[config.mk]
export PLATFORM = sky130hd
export DESIGN_NAME = travel_limit_soft_stop
export DESIGN_NICKNAME = d
export VERILOG_FILES = /design/src/hw/rtl/tlss_pkg.sv /design/src/hw/rtl/tlss_div.sv /design/src/hw/rtl/tlss_dp.sv /design/src/hw/rtl/tlss_ctrl.sv /design/src/hw/rtl/travel_limit_soft_stop.sv
export SDC_FILE = /design/constraint.sdc
export NUM_CORES = 2
export LEC_CHECK = 0
export ABC_AREA = 0
export BUFFER_PORTS_ARGS = -buffer_cell sky130_fd_sc_hd__buf_2
export CORE_MARGIN = 3
export CORE_UTILIZATION = 55
export DETAILED_ROUTE_END_ITERATION = 16
export GPL_ROUTABILITY_DRIVEN = 0
export GPL_TIMING_DRIVEN = 1
export PLACE_DENSITY = 0.77
export SYNTH_ARGS = -nofsm -noshare
export SYNTH_HDL_FRONTEND = slang
export SYNTH_SLANG_ARGS = --single-unit
[constraint.sdc]
create_clock -name clk -period 7.3 [get_ports clk]
set_input_delay 0.365 -clock clk [delete_from_list [all_inputs] [get_ports clk]]
set_output_delay 0.365 -clock clk [all_outputs]
set_load 0.01 [all_outputs]
[src/hw/rtl/tlss_pkg.sv]
package tlss_pkg;

	localparam int unsigned FORCE_W = 17;
	localparam int unsigned SPAN_W = 16;
	localparam int unsigned RAMP_W = 7;
	localparam int unsigned CFG_IDX_W = 1;

	localparam int unsigned RAMP_TOP = 100;
	localparam int unsigned SHRINK_LIMIT = 480;
	localparam int unsigned RAMP_STEP_TICKS = 50;
	localparam int FORCE_MAX = 65535;
	localparam int FORCE_MIN = -65536;

	localparam logic [CFG_IDX_W-1:0] CFG_ENCODER_CENTER = 1'b0;
	localparam logic [CFG_IDX_W-1:0] CFG_TRANSITION_SPAN = 1'b1;

	typedef struct packed {
		logic load;
		logic rel;
		logic pen;
		logic diff;
		logic div_start;
		logic ramp_mul;
		logic ramp_div;
		logic fin;
	} tlss_cmd_t;

	typedef struct packed {
		logic skip;
		logic div_done;
	} tlss_stat_t;

endpackage

[src/hw/rtl/tlss_div.sv]
module tlss_div #(
	parameter int unsigned QW = 17,
	parameter int unsigned VW = 16
) (
	input  logic             clk,
	input  logic             arst_n,
	input  logic             start,
	input  logic [VW+QW-1:0] dividend,
	input  logic [VW-1:0]    divisor,
	output logic             done,
	output logic [QW-1:0]    quotient
);

	localparam int unsigned CW = $clog2(QW);

	logic          busy_q;
	logic [CW-1:0] cnt_q;
	logic [VW-1:0] rem_q;
	logic [VW-1:0] dsr_q;
	logic [QW-1:0] dvd_q;
	logic [VW:0]   trial;
	logic [VW:0]   trial_sub;
	logic          ge;

	assign trial = {rem_q, dvd_q[QW-1]};
	assign ge = trial >= {1'b0, dsr_q};
	assign trial_sub = trial - {1'b0, dsr_q};
	assign done = busy_q && (cnt_q == CW'(QW - 1));
	assign quotient = dvd_q;

	always_ff @(posedge clk or negedge arst_n) begin
		if (!arst_n) begin
			busy_q <= 1'b0;
			cnt_q <= '0;
		end else if (start) begin
			busy_q <= 1'b1;
			cnt_q <= '0;
		end else if (busy_q) begin
			if (cnt_q == CW'(QW - 1)) begin
				busy_q <= 1'b0;
			end
			cnt_q <= cnt_q + CW'(1);
		end
	end

	always_ff @(posedge clk) begin
		if (start) begin
			rem_q <= dividend[VW+QW-1:QW];
			dvd_q <= dividend[QW-1:0];
			dsr_q <= divisor;
		end else if (busy_q) begin
			rem_q <= ge ? trial_sub[VW-1:0] : trial[VW-1:0];
			dvd_q <= {dvd_q[QW-2:0], ge};
		end
	end

endmodule

[src/hw/rtl/tlss_dp.sv]
module tlss_dp #(
	parameter int unsigned FORCE_FULL_SCALE = 65535
) (
	input  logic                                clk,
	input  logic                                arst_n,
	input  tlss_pkg::tlss_cmd_t                 cmd,
	output tlss_pkg::tlss_stat_t                stat,
	input  logic                                cfg_wr_en,
	input  logic [tlss_pkg::CFG_IDX_W-1:0]      cfg_index,
	input  logic [31:0]                         cfg_data,
	input  logic [31:0]                         tick_now,
	input  logic [30:0]                         travel_half,
	input  logic signed [31:0]                  encoder_position,
	input  logic                                effects_disabled,
	input  logic signed [tlss_pkg::FORCE_W-1:0] force_in,
	output logic signed [tlss_pkg::FORCE_W-1:0] force_out,
	output logic                                damper_active
);

	localparam int unsigned QW = $clog2(FORCE_FULL_SCALE + 65537);
	localparam int unsigned SW = tlss_pkg::SPAN_W;
	localparam int unsigned RW = tlss_pkg::RAMP_W;
	localparam int unsigned DW = SW + QW;
	localparam int unsigned RK = QW + RW + 7;
	localparam int unsigned MW = QW + RW + 1;
	localparam logic [MW-1:0] RECIP = MW'(((64'd1 << RK) + 64'(tlss_pkg::RAMP_TOP) - 64'd1)
		/ 64'(tlss_pkg::RAMP_TOP));
	localparam logic signed [QW:0] FS_S = (QW+1)'(FORCE_FULL_SCALE);
	localparam logic signed [QW+1:0] SAT_HI = (QW+2)'(tlss_pkg::FORCE_MAX);
	localparam logic signed [QW+1:0] SAT_LO = (QW+2)'(tlss_pkg::FORCE_MIN);

	logic signed [31:0] center_q;
	logic [SW-1:0]      span_q;
	logic [30:0]        last_half_q;
	logic [RW-1:0]      ramp_q;
	logic [31:0]        next_tick_q;

	logic [30:0]                         half_q;
	logic signed [31:0]                  pos_q;
	logic                                dis_q;
	logic signed [tlss_pkg::FORCE_W-1:0] force_q;
	logic signed [32:0]                  rel_q;
	logic [SW-1:0]                       pen_q;
	logic                                dir_up_q;
	logic                                dir_dn_q;
	logic [QW-1:0]                       diff_mag_q;
	logic                                diff_neg_q;
	logic [QW+RW-1:0]                    ramp_prod_q;
	logic [QW-1:0]                       scaled_q;
	logic signed [tlss_pkg::FORCE_W-1:0] force_out_q;
	logic                                damper_q;

	logic [31:0]   half_lim;
	logic          shrink;
	logic [RW-1:0] ramp_base;
	logic          ramp_step;

	logic signed [33:0] over;
	logic signed [33:0] sum_rh;
	logic signed [33:0] under;
	logic               over_pos;
	logic               under_pos;
	logic [32:0]        pen_raw;
	logic [SW-1:0]      pen_cap;

	logic signed [QW:0] target;
	logic signed [QW:0] diff;

	logic [DW-1:0]       prod1;
	logic [QW+RW+MW-1:0] prod2;
	logic                div_done;
	logic [QW-1:0]       quot;

	logic signed [QW+1:0] corr;
	logic signed [QW+1:0] sum_f;
	logic signed [tlss_pkg::FORCE_W-1:0] result;

	assign half_lim = {1'b0, travel_half} + 32'(tlss_pkg::SHRINK_LIMIT);
	assign shrink = {1'b0, last_half_q} > half_lim;
	assign ramp_base = shrink ? '0 : ramp_q;
	assign ramp_step = (ramp_base < RW'(tlss_pkg::RAMP_TOP)) && (next_tick_q < tick_now);

	assign over = {rel_q[32], rel_q} - $signed({3'b000, half_q});
	assign sum_rh = {rel_q[32], rel_q} + $signed({3'b000, half_q});
	assign under = -sum_rh;
	assign over_pos = !over[33] && (over != '0);
	assign under_pos = !under[33] && (under != '0);

	always_comb begin
		pen_raw = '0;
		if (over_pos) begin
			pen_raw = over[32:0];
		end else if (under_pos) begin
			pen_raw = under[32:0];
		end
		pen_cap = (pen_raw > {17'b0, span_q}) ? span_q : pen_raw[SW-1:0];
	end

	always_comb begin
		target = '0;
		if (dir_up_q) begin
			target = FS_S;
		end else if (dir_dn_q) begin
			target = -FS_S;
		end
		diff = target - (QW+1)'(force_q);
	end

	assign prod1 = diff_mag_q * pen_q;
	assign prod2 = ramp_prod_q * RECIP;

	tlss_div #(
		.QW(QW),
		.VW(SW)
	) u_div (
		.clk(clk),
		.arst_n(arst_n),
		.start(cmd.div_start),
		.dividend(prod1),
		.divisor(span_q),
		.done(div_done),
		.quotient(quot)
	);

	assign stat.skip = dis_q || (pen_q == '0);
	assign stat.div_done = div_done;

	always_comb begin
		corr = diff_neg_q ? -$signed({2'b00, scaled_q}) : $signed({2'b00, scaled_q});
		sum_f = (QW+2)'(force_q) + corr;
		if (sum_f > SAT_HI) begin
			result = tlss_pkg::FORCE_W'(SAT_HI);
		end else if (sum_f < SAT_LO) begin
			result = tlss_pkg::FORCE_W'(SAT_LO);
		end else begin
			result = sum_f[tlss_pkg::FORCE_W-1:0];
		end
	end

	always_ff @(posedge clk or negedge arst_n) begin
		if (!arst_n) begin
			center_q <= '0;
			span_q <= SW'(1);
			last_half_q <= '0;
			ramp_q <= '0;
			next_tick_q <= '0;
		end else begin
			if (cfg_wr_en) begin
				unique case (cfg_index)
					tlss_pkg::CFG_ENCODER_CENTER: begin
						center_q <= cfg_data;
					end
					tlss_pkg::CFG_TRANSITION_SPAN: begin
						span_q <= cfg_data[SW-1:0];
					end
					default: begin
					end
				endcase
			end
			if (cmd.load) begin
				last_half_q <= travel_half;
				ramp_q <= ramp_step ? ramp_base + RW'(1) : ramp_base;
				if (ramp_step) begin
					next_tick_q <= tick_now + 32'(tlss_pkg::RAMP_STEP_TICKS);
				end
			end
		end
	end

	always_ff @(posedge clk) begin
		if (cmd.load) begin
			half_q <= travel_half;
			pos_q <= encoder_position;
			dis_q <= effects_disabled;
			force_q <= force_in;
		end
		if (cmd.rel) begin
			rel_q <= {pos_q[31], pos_q} - {center_q[31], center_q};
		end
		if (cmd.pen) begin
			pen_q <= pen_cap;
			dir_up_q <= under_pos;
			dir_dn_q <= over_pos;
		end
		if (cmd.diff) begin
			diff_neg_q <= diff[QW];
			diff_mag_q <= diff[QW] ? QW'(-diff) : diff[QW-1:0];
		end
		if (cmd.ramp_mul) begin
			ramp_prod_q <= quot * ramp_q;
		end
		if (cmd.ramp_div) begin
			scaled_q <= prod2[RK +: QW];
		end
		if (cmd.fin) begin
			force_out_q <= stat.skip ? force_q : result;
			damper_q <= !stat.skip;
		end
	end

	assign force_out = force_out_q;
	assign damper_active = damper_q;

endmodule

[src/hw/rtl/tlss_ctrl.sv]
module tlss_ctrl (
	input  logic                 clk,
	input  logic                 arst_n,
	input  logic                 in_valid,
	output logic                 in_stall,
	output logic                 out_valid,
	input  logic                 out_stall,
	input  tlss_pkg::tlss_stat_t stat,
	output tlss_pkg::tlss_cmd_t  cmd
);

	typedef enum logic [3:0] {
		ST_IDLE,
		ST_REL,
		ST_PEN,
		ST_DIFF,
		ST_DIVS,
		ST_DIV,
		ST_RMUL,
		ST_RDIV,
		ST_FIN
	} state_t;

	state_t state_q;
	logic   out_valid_q;
	logic   out_free;

	assign in_stall = (state_q != ST_IDLE);
	assign out_valid = out_valid_q;
	assign out_free = !out_valid_q || !out_stall;

	always_comb begin
		cmd = '0;
		unique case (state_q)
			ST_IDLE: cmd.load = in_valid;
			ST_REL:  cmd.rel = 1'b1;
			ST_PEN:  cmd.pen = 1'b1;
			ST_DIFF: cmd.diff = 1'b1;
			ST_DIVS: cmd.div_start = 1'b1;
			ST_RMUL: cmd.ramp_mul = 1'b1;
			ST_RDIV: cmd.ramp_div = 1'b1;
			ST_FIN:  cmd.fin = out_free;
			default: begin
			end
		endcase
	end

	always_ff @(posedge clk or negedge arst_n) begin
		if (!arst_n) begin
			state_q <= ST_IDLE;
			out_valid_q <= 1'b0;
		end else begin
			if ((state_q == ST_FIN) && out_free) begin
				out_valid_q <= 1'b1;
			end else if (!out_stall) begin
				out_valid_q <= 1'b0;
			end
			unique case (state_q)
				ST_IDLE: begin
					if (in_valid) begin
						state_q <= ST_REL;
					end
				end
				ST_REL: begin
					state_q <= ST_PEN;
				end
				ST_PEN: begin
					state_q <= ST_DIFF;
				end
				ST_DIFF: begin
					state_q <= stat.skip ? ST_FIN : ST_DIVS;
				end
				ST_DIVS: begin
					state_q <= ST_DIV;
				end
				ST_DIV: begin
					if (stat.div_done) begin
						state_q <= ST_RMUL;
					end
				end
				ST_RMUL: begin
					state_q <= ST_RDIV;
				end
				ST_RDIV: begin
					state_q <= ST_FIN;
				end
				ST_FIN: begin
					if (out_free) begin
						state_q <= ST_IDLE;
					end
				end
				default: begin
					state_q <= ST_IDLE;
				end
			endcase
		end
	end

endmodule

[src/hw/rtl/travel_limit_soft_stop.sv]
// Soft travel-limit stop for a force-feedback motor, one beat per service tick.
// Input channel (in_valid / in_stall) carries tick time, half range, encoder
// position, disable flag and force command; output channel (out_valid /
// out_stall) returns the blended force and the damper flag, one beat per input.
// The user writes registers via cfg_wr_en/cfg_index/cfg_data only while idle;
// not enforced by the block. Index 0: encoder center, 1: transition span.
// An item that is disabled or within the limits goes through the relative,
// penetration and difference steps straight to the final step; any other item
// also runs the divider start, the divide, the ramp multiply and the ramp
// divide. Items are taken one at a time; a new beat is taken in the cycle
// after the previous result is registered. The divide is a restoring divider,
// one quotient bit per cycle, that divides by the transition span; the scale
// by 100 is a reciprocal multiply in the ramp-divide step.
// A finished result waits in the output register while the next beat is
// accepted; the block holds its final state only while the output is stalled
// and a second result is ready.
// Reset clears the ramp, the tick schedule and the last half range, sets the
// center to 0 and the span to 1, and drops out_valid.
module travel_limit_soft_stop #(
	parameter int unsigned FORCE_FULL_SCALE = 65535
) (
	input  logic                                clk,
	input  logic                                arst_n,
	input  logic                                cfg_wr_en,
	input  logic [tlss_pkg::CFG_IDX_W-1:0]      cfg_index,
	input  logic [31:0]                         cfg_data,
	input  logic                                in_valid,
	output logic                                in_stall,
	input  logic [31:0]                         tick_now,
	input  logic [30:0]                         travel_half,
	input  logic signed [31:0]                  encoder_position,
	input  logic                                effects_disabled,
	input  logic signed [tlss_pkg::FORCE_W-1:0] force_in,
	output logic                                out_valid,
	input  logic                                out_stall,
	output logic signed [tlss_pkg::FORCE_W-1:0] force_out,
	output logic                                damper_active
);

	tlss_pkg::tlss_cmd_t  cmd;
	tlss_pkg::tlss_stat_t stat;

	tlss_ctrl u_ctrl (
		.clk(clk),
		.arst_n(arst_n),
		.in_valid(in_valid),
		.in_stall(in_stall),
		.out_valid(out_valid),
		.out_stall(out_stall),
		.stat(stat),
		.cmd(cmd)
	);

	tlss_dp #(
		.FORCE_FULL_SCALE(FORCE_FULL_SCALE)
	) u_dp (
		.clk(clk),
		.arst_n(arst_n),
		.cmd(cmd),
		.stat(stat),
		.cfg_wr_en(cfg_wr_en),
		.cfg_index(cfg_index),
		.cfg_data(cfg_data),
		.tick_now(tick_now),
		.travel_half(travel_half),
		.encoder_position(encoder_position),
		.effects_disabled(effects_disabled),
		.force_in(force_in),
		.force_out(force_out),
		.damper_active(damper_active)
	);

endmodule
==> results.sh <==
export IMPL_fp_dieW_um=299
export IMPL_ys_warn_count=0
export IMPL_worstSkewPairLatency_ns=0.63
export IMPL_grt_pass1_wl_um=194000
export IMPL_nNetsFinal=6592
export IMPL_grt_pass1_vias=37621
export IMPL_portBuffers=170
export IMPL_layout_setup_ws_ns=0.233
export IMPL_yosys_area_top_type_share=0.208
export IMPL_die_h_um=299
export IMPL_critPathLaunchType="register"
export IMPL_drc_errors=0
export IMPL_layout_common_cells="inv_1, ha_1, nand2_1, fa_1, edfxtp_1"
export IMPL_yosysTopAreaCell="fa_1"
export IMPL_totalWireLength_um=119000
export IMPL_cts_root_buf="clkbuf_16"
export IMPL_ios=171
export IMPL_syn_area_mm2=0.0471
export IMPL_slew_viol_final=0
export IMPL_grt_max_degree=70
export IMPL_drtIter0Drc=2677
export IMPL_max_slew_margin=0.256
export IMPL_hold_viol=0
export IMPL_place_inst=6248
export IMPL_numCtsBuffers=47
export IMPL_grt_overflow_total=0
export IMPL_rows=106
export IMPL_ant_nets=0
export IMPL_preCtsSetupSlack_ns=0.138
export IMPL_post_route_period_util=0.968
export IMPL_min_period_ns=7.07
export IMPL_clkSlewWorstSetupHoldPaths_ns=0.06
export IMPL_dpl_hpwl_um=92700
export IMPL_outcome="finished, final reports clean"
export IMPL_crit_fanout=9
export IMPL_post_drt_wl_per_cell_um=18.4
export IMPL_place_area_mm2=0.0495
export IMPL_synth_xor_area_frac=0.0472
export IMPL_finalSetupTns_ns=0
export IMPL_initial_core_util=0.559
export IMPL_drive_above_1_share=0.0879
export IMPL_synthTopCellsByArea="fa_1, ha_1, edfxtp_1, inv_1, dfrtp_1"
export IMPL_synth_mux_area_frac=0.0145
export IMPL_yosys_area_share_simple=0.135
export IMPL_worst_pin_slew_ns=1.12
export IMPL_synth_ff_type="edfxtp_1"
export IMPL_die_area_mm2=0.0892
export IMPL_wl_met2_um=56300
export IMPL_synth_distinct_cells=89
export IMPL_synth_compound_area_frac=0.107
export IMPL_fin_worst_skew_ns=0.0487
export IMPL_cts_buffer_depth=3
export IMPL_crit_arrival_ns=7.41
export IMPL_async_flop_share=0.333
export IMPL_fmax_ghz=0.141
export IMPL_n_fill_cell=6655
export IMPL_h_tree_depth=2
export IMPL_synthAdderAreaFrac=0.382
export IMPL_hold_path_class="input pin to register"
export IMPL_endpoint_kind="register"
export IMPL_synthesis_nets=6294
export IMPL_syn_to_final_growth_pct=11.6
export IMPL_highest_layer="met5"
export IMPL_wl_met3_um=9350
export IMPL_setup_viol=0
export IMPL_dr_pass1_iters=7
export IMPL_layoutNonFillerInstCount=6468
export IMPL_ys_ff_latch=387
export IMPL_path_class="register to register"
export IMPL_worstPathRequired_ns=7.64
export IMPL_synth_edff_count=258
export IMPL_synth_top_family_by_area="adder cells"
export IMPL_maxCapViolations=0
export IMPL_cts_sinks=387
export IMPL_synth_cells=4997
export IMPL_stdcell_area_mm2=0.0526
export IMPL_wl_met1_um=48300
export IMPL_viasPerCell=5.66
export IMPL_final_common_cell="inv_1"
export IMPL_antenna_found_initial=6
export IMPL_grt_usage=0.266
export IMPL_yosysSeqAreaShare=0.233
export IMPL_core_area_mm2=0.0842
export IMPL_cts_tree="done"
export IMPL_num_vias=36641
export IMPL_syn_area_per_cell_um2=9.43
==> final timing paths <==
| kind | startpoint | to | slack (ns) | cells past startpoint |
|---|---|---|---|---|
| max in group asynchronous | arst_n | u_dp.center_q[1] | 5.56 | 3 |
| setup reg to reg | u_dp.pen_q[4] | u_dp.u_div.rem_q[15] | 0.23 | 25 |
| setup / recovery | u_dp.pen_q[4] | u_dp.u_div.rem_q[15] | 0.23 | 25 |
| hold / removal | cfg_data[5] | u_dp.span_q[5] | 0.03 | 2 |
| min in group asynchronous | arst_n | u_dp.next_tick_q[26] | 0.37 | 2 |
| hold reg to reg | u_dp.last_half_q[24] | u_dp.last_half_q[24] | 0.48 | 2 |
==> cell families (layout without fill, tap and decap cells) <==
logic type	after synthesis	in the layout
buf+inv	1005	1341
flops	387	387
mux	62	62
xor+xnor	253	253
fa+ha+maj	1146	1146
compound gates	783	783
simple gates	1361	1361
other cells	0	1
==> timing repair <==
item,4_1_cts,5_1_grt
buffers inserted,0,35
hold endpoints to repair,183,1
setup endpoints to repair,0,25
hold buffers,96,1
resized for setup,0,15
==> cell type report <==
type | instances | area [um2] | area share
multi-input cells | 3605 | 32400 | 0.617
diodes | 1 | 2.50 | 0.0000476
clock buffers | 50 | 1200 | 0.0228
inverters | 869 | 3260 | 0.0621
repair buffers | 385 | 2740 | 0.0521
clock inverters | 37 | 531 | 0.0101
well taps | 1134 | 1420 | 0.0270
flip-flops and latches | 387 | 11000 | 0.209
==> per-layer routing <==
metal	track usage	vias to the layer above
met5	0	-
met4	0.0965	10
met3	0.0541	276
met2	0.448	1394
met1	0.341	17811
li1	-	17150
==> per-stage QoR <==
step,utilization,hold slack (ns)
floorplan,-,0.0694
global placement,0.588,0.466
detailed placement,0.588,0.467
CTS,0.620,0.00143
global route,0.624,0.0175
finish,0.624,0.0348
==> Yosys cell counts, types with 19 or more instances <==
master      n
inv_1     868
edfxtp_1  258
a21oi_1   219
nor2b_1    38
a211oi_1   26
nor2_1    199
nor3_1     75
o211ai_1   22
nand3_1    69
o21bai_1   19
and2_1    140
o21ai_0   191
nor4_1     33
xor2_1     67
dfrtp_1   128
and3_1     36
mux2_2     38
clkbuf_1  118
o21a_1     39
a21o_1     81
nand2_1   621
xnor2_1   185
o31ai_1    33
fa_1      489
nand4_1    47
nand2b_1   38
ha_1      657
mux2i_1    21
==> sequential cells by signal, summed over array words and instances, names as in the netlist, 4 cells and up <==
signal and count:
u_dp.u_div.rem_q 16, u_dp.rel_q 33, u_dp.u_div.quotient 17, u_dp.span_q 16, u_ctrl.state_q 4, u_dp.u_div.dsr_q 16
u_dp.force_out 17, u_dp.half_q 31, u_dp.ramp_q 7, u_dp.center_q 32, u_dp.pos_q 32, u_dp.force_q 17
u_dp.ramp_prod_q 24, u_dp.last_half_q 31, u_dp.diff_mag_q 17, u_dp.scaled_q 17, u_dp.u_div.cnt_q 5, u_dp.next_tick_q 32
u_dp.pen_q 16
==> worst max-delay path, cell delays in order, from the launching register on <==
cell and delay (ns):
edfxtp_1 0.65, buf_4 0.22, nand2_1 0.07, fa_1 0.49, inv_1 0.06, fa_1 0.53
inv_1 0.06, fa_1 0.49, inv_1 0.05, fa_1 0.48, inv_1 0.07, fa_1 0.57
inv_1 0.07, fa_1 0.50, ha_1 0.33, and3_1 0.17, and3_1 0.18, nand3_1 0.13
a31oi_1 0.15, o21ai_0 0.45, o41ai_1 0.12, buf_4 0.17, a211o_1 0.26, a31o_2 0.24
xnor2_1 0.20, a21oi_1 0.09
Power is not shown: default switching activity piles up to over one toggle a cycle in this logic, so the estimate is an artifact.
